[src/hw/rtl/ael_pkg.sv]
package ael_pkg;

   localparam int NODE_W            = 4;
   localparam int COUNT_W           = 5;
   localparam int STATUS_W          = 2;
   localparam int COMPARE_W         = 8;
   localparam int MAX_NODES_DEFAULT = 16;

   localparam logic [COUNT_W-1:0] NODE_COUNT_RESET = 5'd16;

   localparam logic [STATUS_W-1:0] STATUS_LOCKED = 2'd0;
   localparam logic [STATUS_W-1:0] STATUS_CYCLE  = 2'd1;
   localparam logic [STATUS_W-1:0] STATUS_RANGE  = 2'd2;

   typedef enum logic [1:0] {
      S_IDLE,
      S_SEARCH,
      S_LOCK
   } state_type;

endpackage

[src/hw/rtl/ael_ram.sv]
module ael_ram #(
   parameter int WIDTH = 16,
   parameter int DEPTH = 16,
   parameter int ADDR_W = $clog2(DEPTH)
) (
   input  logic              clock,
   input  logic              wr_en,
   input  logic [ADDR_W-1:0] wr_addr,
   input  logic [WIDTH-1:0]  wr_data,
   input  logic              rd_en,
   input  logic [ADDR_W-1:0] rd_addr,
   output logic [WIDTH-1:0]  rd_data
);

   logic [WIDTH-1:0] mem_ff [DEPTH];
   logic [WIDTH-1:0] rd_data_ff;

   always_ff @(posedge clock) begin
      if (wr_en) begin
         mem_ff[wr_addr] <= wr_data;
      end
      if (rd_en) begin
         rd_data_ff <= mem_ff[rd_addr];
      end
   end

   assign rd_data = rd_data_ff;

endmodule

[src/hw/rtl/acyclic_edge_locker_core.sv]
// Cycle-free edge locker over a directed graph of up to MAX_NODES nodes.
//
// Request channel: start with req_from_node (winner) and req_to_node (loser).
// A request is taken at a rising edge where start is high and busy is low.
// Response channel: rsp_valid is high for exactly one cycle with rsp_status:
// locked, rejected because the edge would close a cycle, or rejected because a
// node index is at or above node_count. The receiver cannot stall; every
// response is taken in the cycle it is shown.
// Configuration: csr_wr_en with csr_wr_data writes node_count (reset 16).
//
// Out-of-range and self edges answer in the cycle after the request, with
// busy never raised. Otherwise the block walks the set of nodes reachable from
// the loser, reading one adjacency row per cycle from the edge RAM through its
// single read port. A new request can be taken in the cycle its response
// appears.
// Reset clears all row valid bits, so the graph starts empty without a
// clearing pass, and node_count returns to 16.
module acyclic_edge_locker_core
   import ael_pkg::*;
#(
   parameter int MAX_NODES = MAX_NODES_DEFAULT
) (
   input  logic                clock,
   input  logic                reset,
   input  logic                start,
   output logic                busy,
   input  logic [NODE_W-1:0]   req_from_node,
   input  logic [NODE_W-1:0]   req_to_node,
   output logic                rsp_valid,
   output logic [STATUS_W-1:0] rsp_status,
   input  logic                csr_wr_en,
   input  logic [COUNT_W-1:0]  csr_wr_data
);

   localparam int IDX_W = $clog2(MAX_NODES);
   localparam logic [COMPARE_W-1:0] MAX_COUNT = COMPARE_W'(MAX_NODES);

   typedef logic [MAX_NODES-1:0] row_type;

   localparam row_type ROW_ONE = row_type'(1);

   state_type           state_ff, state_in;
   row_type             reach_ff, reach_in;
   row_type             done_ff, done_in;
   row_type             row_valid_ff, row_valid_in;
   logic                inflight_ff, inflight_in;
   logic                rd_valid_ff, rd_valid_in;
   logic [NODE_W-1:0]   from_ff, from_in;
   logic [NODE_W-1:0]   to_ff, to_in;
   logic                rsp_valid_ff, rsp_valid_in;
   logic [STATUS_W-1:0] rsp_status_ff, rsp_status_in;
   logic [COUNT_W-1:0]  node_count_ff, node_count_in;

   logic                 rd_en;
   logic [IDX_W-1:0]     rd_addr;
   row_type              rd_data;
   logic                 wr_en;
   row_type              wr_data;
   row_type              row_data;
   row_type              reach_eff;
   row_type              pending;
   logic [IDX_W-1:0]     pick_idx;
   logic [IDX_W-1:0]     from_idx;
   logic [NODE_W+IDX_W-1:0] from_ext;
   logic [COMPARE_W-1:0] count_raw;
   logic [COMPARE_W-1:0] count_eff;
   logic                 out_of_range;

   ael_ram #(
      .WIDTH (MAX_NODES),
      .DEPTH (MAX_NODES)
   ) u_edge_ram (
      .clock   (clock),
      .wr_en   (wr_en),
      .wr_addr (from_idx),
      .wr_data (wr_data),
      .rd_en   (rd_en),
      .rd_addr (rd_addr),
      .rd_data (rd_data)
   );

   assign from_ext = {{IDX_W{1'b0}}, from_ff};
   assign from_idx = from_ext[IDX_W-1:0];

   // Rows never written read as empty.
   assign row_data  = rd_valid_ff ? rd_data : '0;
   assign reach_eff = reach_ff | (inflight_ff ? row_data : '0);
   assign pending   = reach_eff & ~done_ff;
   assign wr_data   = row_data | (ROW_ONE << to_ff);

   assign count_raw    = {{(COMPARE_W-COUNT_W){1'b0}}, node_count_ff};
   assign count_eff    = (count_raw > MAX_COUNT) ? MAX_COUNT : count_raw;
   assign out_of_range =
      ({{(COMPARE_W-NODE_W){1'b0}}, req_from_node} >= count_eff) ||
      ({{(COMPARE_W-NODE_W){1'b0}}, req_to_node} >= count_eff);

   always_comb begin
      pick_idx = '0;
      for (int i = MAX_NODES - 1; i >= 0; i--) begin
         if (pending[i]) begin
            pick_idx = IDX_W'(i);
         end
      end
   end

   always_ff @(posedge clock) begin
      if (reset) begin
         state_ff      <= S_IDLE;
         row_valid_ff  <= '0;
         inflight_ff   <= 1'b0;
         rsp_valid_ff  <= 1'b0;
         node_count_ff <= NODE_COUNT_RESET;
      end else begin
         state_ff      <= state_in;
         row_valid_ff  <= row_valid_in;
         inflight_ff   <= inflight_in;
         rsp_valid_ff  <= rsp_valid_in;
         node_count_ff <= node_count_in;
      end
      reach_ff      <= reach_in;
      done_ff       <= done_in;
      rd_valid_ff   <= rd_valid_in;
      from_ff       <= from_in;
      to_ff         <= to_in;
      rsp_status_ff <= rsp_status_in;
   end

   always_comb begin
      state_in      = state_ff;
      reach_in      = reach_ff;
      done_in       = done_ff;
      row_valid_in  = row_valid_ff;
      inflight_in   = 1'b0;
      rd_valid_in   = rd_valid_ff;
      from_in       = from_ff;
      to_in         = to_ff;
      rsp_valid_in  = 1'b0;
      rsp_status_in = rsp_status_ff;
      node_count_in = csr_wr_en ? csr_wr_data : node_count_ff;
      rd_en         = 1'b0;
      rd_addr       = from_idx;
      wr_en         = 1'b0;

      case (state_ff)
         S_IDLE: begin
            if (start) begin
               from_in = req_from_node;
               to_in   = req_to_node;
               if (out_of_range) begin
                  rsp_valid_in  = 1'b1;
                  rsp_status_in = STATUS_RANGE;
               end else if (req_from_node == req_to_node) begin
                  rsp_valid_in  = 1'b1;
                  rsp_status_in = STATUS_CYCLE;
               end else begin
                  reach_in = ROW_ONE << req_to_node;
                  done_in  = '0;
                  state_in = S_SEARCH;
               end
            end
         end
         S_SEARCH: begin
            if (|(reach_eff & (ROW_ONE << from_ff))) begin
               // The loser already reaches the winner.
               rsp_valid_in  = 1'b1;
               rsp_status_in = STATUS_CYCLE;
               state_in      = S_IDLE;
            end else if (|pending) begin
               rd_en       = 1'b1;
               rd_addr     = pick_idx;
               rd_valid_in = row_valid_ff[pick_idx];
               reach_in    = reach_eff;
               done_in     = done_ff | (ROW_ONE << pick_idx);
               inflight_in = 1'b1;
            end else begin
               // Search exhausted: fetch the winner's row for the update.
               rd_en       = 1'b1;
               rd_addr     = from_idx;
               rd_valid_in = row_valid_ff[from_idx];
               state_in    = S_LOCK;
            end
         end
         S_LOCK: begin
            wr_en                  = 1'b1;
            row_valid_in[from_idx] = 1'b1;
            rsp_valid_in           = 1'b1;
            rsp_status_in          = STATUS_LOCKED;
            state_in               = S_IDLE;
         end
         default: begin
            state_in = S_IDLE;
         end
      endcase
   end

   assign busy       = (state_ff != S_IDLE);
   assign rsp_valid  = rsp_valid_ff;
   assign rsp_status = rsp_status_ff;

endmodule

[config.mk]
export PLATFORM = sky130hd
export DESIGN_NAME = acyclic_edge_locker_core
export DESIGN_NICKNAME = d
export VERILOG_FILES = /design/src/hw/rtl/ael_pkg.sv /design/src/hw/rtl/ael_ram.sv /design/src/hw/rtl/acyclic_edge_locker_core.sv
export SDC_FILE = /design/constraint.sdc
export NUM_CORES = 1
export LEC_CHECK = 0
export BUFFER_PORTS_ARGS = -buffer_cell sky130_fd_sc_hd__buf_4
export CAP_MARGIN = 20
export CORE_UTILIZATION = 50
export DETAILED_ROUTE_END_ITERATION = 16
export PLACE_DENSITY_LB_ADDON = 0.3
export RECOVER_POWER = 50
export SLEW_MARGIN = 5
export SYNTH_ARGS = -nofsm -noshare
export SYNTH_HDL_FRONTEND = slang
export SYNTH_HIERARCHICAL = 1
export SYNTH_SLANG_ARGS = --single-unit
export TNS_END_PERCENT = 20
[constraint.sdc]
create_clock -name clock -period 9.35 [get_ports clock]
set_clock_uncertainty 0.1 [all_clocks]
set_input_delay 0.935 -clock clock [delete_from_list [all_inputs] [get_ports clock]]
set_output_delay 0.935 -clock clock [all_outputs]
set_load 0.005 [all_outputs]
==> impl_metrics.toml <==
[cts]
cts.clk_slew.worst_paths_ns = 0.06
htree_levels = 2
cts_hold_buf = 0
numCtsBuffers = 37
insertion_delay_ns = 0.53
clkSinkCount = 340
postCtsSetupRepairBufs = 0
ctsResizeCount = 0
cts_tree = "built"
cts_buffer_depth = 3
cts-root-buf = "clkbuf_16"

[final_layout]
final_layout_size_suffix_gt1_share_pct = 18.8
finalInstanceArea_sq_um = 16300
final_cell_mix = "edfxtp_1 (315), mux4_2 (59), nand2_1 (55)"
syn_to_final_growth_pct = 13.1
diodes = 0
final_common_cell = "edfxtp_1"
seqCellArea_sq_um = 9960
nFillCells = 2181
multiInputGateArea_sq_um = 4210
nets = 963

[power_and_ir_drop]
vdd_drop_max_mv = 0.167
p_leak_nw = 5.36
clock_power_share_pct = 33.4
p_seq_share_pct = 44.5
switchingPower_mw = 1.26
power_frac_comb_pct = 22.1
swShare_pct = 28.9
powerDensity_nw_per_um2 = 266
intPower_mw = 3.09

[yosys]
async_flop_share_pct = 0
synth_warnings = 6
synth.top_cell.area_share_pct = 65.6
synthFlopType = "edfxtp_1"
seq_area_frac_synth_pct = 69.1
synthDistinctLibCells = 64
synth-edff-count = 315
syn_area_sq_um = 14400
yosysTopAreaCell = "edfxtp_1"
synth_area_per_cell_sq_um = 16.4
ys_top_cells_by_area = "edfxtp_1 (66%), mux4_2 (9.2%), dfxtp_1 (3.5%)"
synth_nets = 910
synth_seq_cells = 340
syn-instance-count = 881

[timing]
fmax_mhz = 154
rsz0062_at_grt = "no"
maxSlewHeadroom_pct = 3.21
finalHoldViolations = 0
worst_pin_slew_ns = 1.45
tns_ns = 0
period_needed_ns = 6.51
setup_viol = 0
min_period_over_period_pct = 69.7
slew_viol_final = 0

[critical_path]
end_kind = "flip-flop"
startpoint_type = "flip-flop"
worstPathMaxFanout = 39
reg2reg_from = "state_ff[1]"
r2r_setup_slack_ns = 2.84
rr_worst_depth = 13
arrival_ns = 6.67
required_ns = 9.51
critPathKind = "reg2reg"
reg2reg_to = "u_edge_ram/rd_data[2]"

[flow_run]
cap_violations = 0

[die]
coreArea_sq_um = 28100
num_rows = 61
ios = 21
start_util_pct = 51.3
die_height_um = 172
die_area_sq_um = 29500
dieWidth_um = 172

[placed_design]
port_buffers = 20
gp_congestion = 0.892
dp_hpwl_mm = 19.5
placed_area_sq_um = 15100

[drt]
routedWlPerCell_um = 24.5
wl_mm = 32.8
viasPerCell = 6.26
postRouteAntennaNets = 0
first_iter_violations = 931
route.vias.total = 8389
dr.pass1.iters = 5
drc_errors = 0

[global_routing]
overflow = 0
grt_pass1_wl_mm = 49.3
grt_max_degree = 65
grt_pass1_vias = 8106
antenna_found_initial = 0
grtUsageTotal_pct = 23.0

[hold_path]
hp-class = "reg2reg"
min_to = "node_count_ff[0]"
worstHoldStart = "node_count_ff[0]"
holdPathStages = 2

[outcome]
outcome = "finished clean"
sequential cells by signal, indices dropped and copies added (netlist names):
register and cells:
inflight_ff 1, done_ff 16, u_edge_ram/mem_ff 256, from_ff 4, reach_ff 16, node_count_ff 5, rsp_valid 1, rd_valid_ff 1
row_valid_ff 16, state_ff 2, to_ff 4, rsp_status 2, u_edge_ram/rd_data 16
worst max-delay path, stage by stage, from the launching register on:
cell and delay [ns]:
dfxtp_1 0.34, inv_1 0.09, ha_1 0.13, clkbuf_1 0.95
inv_1 0.08, clkbuf_1 0.47, or3_1 0.59, inv_1 0.82
nand2_2 0.28, mux2_4 0.83, buf_4 0.57, mux4_2 0.57
a22oi_1 0.24, nand2_1 0.09
cell type report:
cell class              instances  area share (%)
flip-flops and latches        340            61.1
clock inverters                21            1.46
inverters                      15           0.345
multi-input cells             480            25.8
clock buffers                  46            6.02
repair buffers                 60            2.38
well taps                     378            2.90
metal layers:
metal | vias up | GRT usage [%] | wire length, um
li1 | 3667 | - | -
met1 | 4297 | 33.0 | 13800
met2 | 351 | 35.6 | 15400
met3 | 74 | 4.44 | 2700
met4 | 0 | 7.81 | 988
met5 | - | 0 | 0
stage by stage:
step	worst slack [ns]	total power, mW	utilization [%]	hold WS (ns)	cells
finish	2.84	4.34	58.1	0.393	1340
global route	2.34	4.51	58.1	0.422	1340
CTS	3.08	4.36	58.2	0.402	1335
detailed placement	3.14	2.92	53.8	0.380	1268
global placement	3.28	2.91	53.8	0.370	1267
floorplan	3.91	2.64	-	0.348	881
power groups by stage:
stage	combinational (mW)	sequential (mW)	clock (mW)
after floorplan	0.720	1.92	0
after global placement	0.936	1.97	0
after detailed placement	0.945	1.97	0
after CTS	0.950	1.94	1.47
after global routing	1.04	1.94	1.53
final	0.957	1.93	1.45
Yosys cell counts, types with 5 or more instances:
master	count
edfxtp_1	315
nor2_1	65
mux4_2	59
nand2_1	55
a22oi_1	34
o21ai_0	33
clkbuf_1	26
dfxtp_1	25
a31oi_1	20
a21oi_1	18
nand2b_1	17
inv_1	15
ha_1	12
o21a_1	11
mux2i_1	10
mux4_1	10
nor3_1	10
or3_1	9
buf_6	8
nand3_1	8
o22ai_1	8
nor2b_1	7
o31ai_1	7
or4_1	7
a211oi_1	6
mux2_2	5
or2_2	5
logic make-up (layout without fill, tap and decap cells):
group / count (synthesis) / in the layout / share of synthesized area (%)
muxes: 84 / 84 / 12.1
xor gates and xnor gates: 4 / 4 / 0.243
and+or+nand+nor: 204 / 204 / 6.79
buffers and inverters: 61 / 142 / 2.14
AOI/OAI and AO/OA: 176 / 176 / 8.61
adders and majority gates: 12 / 12 / 1.04
DFF: 340 / 340 / 69.1
how the worst max path moves through the flow:
stage,startpoint,to,slack [ns]
floorplan,req_to_node[0],done_ff[0],3.91
global placement,rd_valid_ff,u_edge_ram/rd_data[7],3.28
detailed placement,rd_valid_ff,u_edge_ram/rd_data[7],3.14
CTS,rd_valid_ff,u_edge_ram/rd_data[2],3.08
global route,state_ff[1],u_edge_ram/rd_data[2],2.34
finish,state_ff[1],u_edge_ram/rd_data[2],2.84
Power figures use the tool's default switching activity.
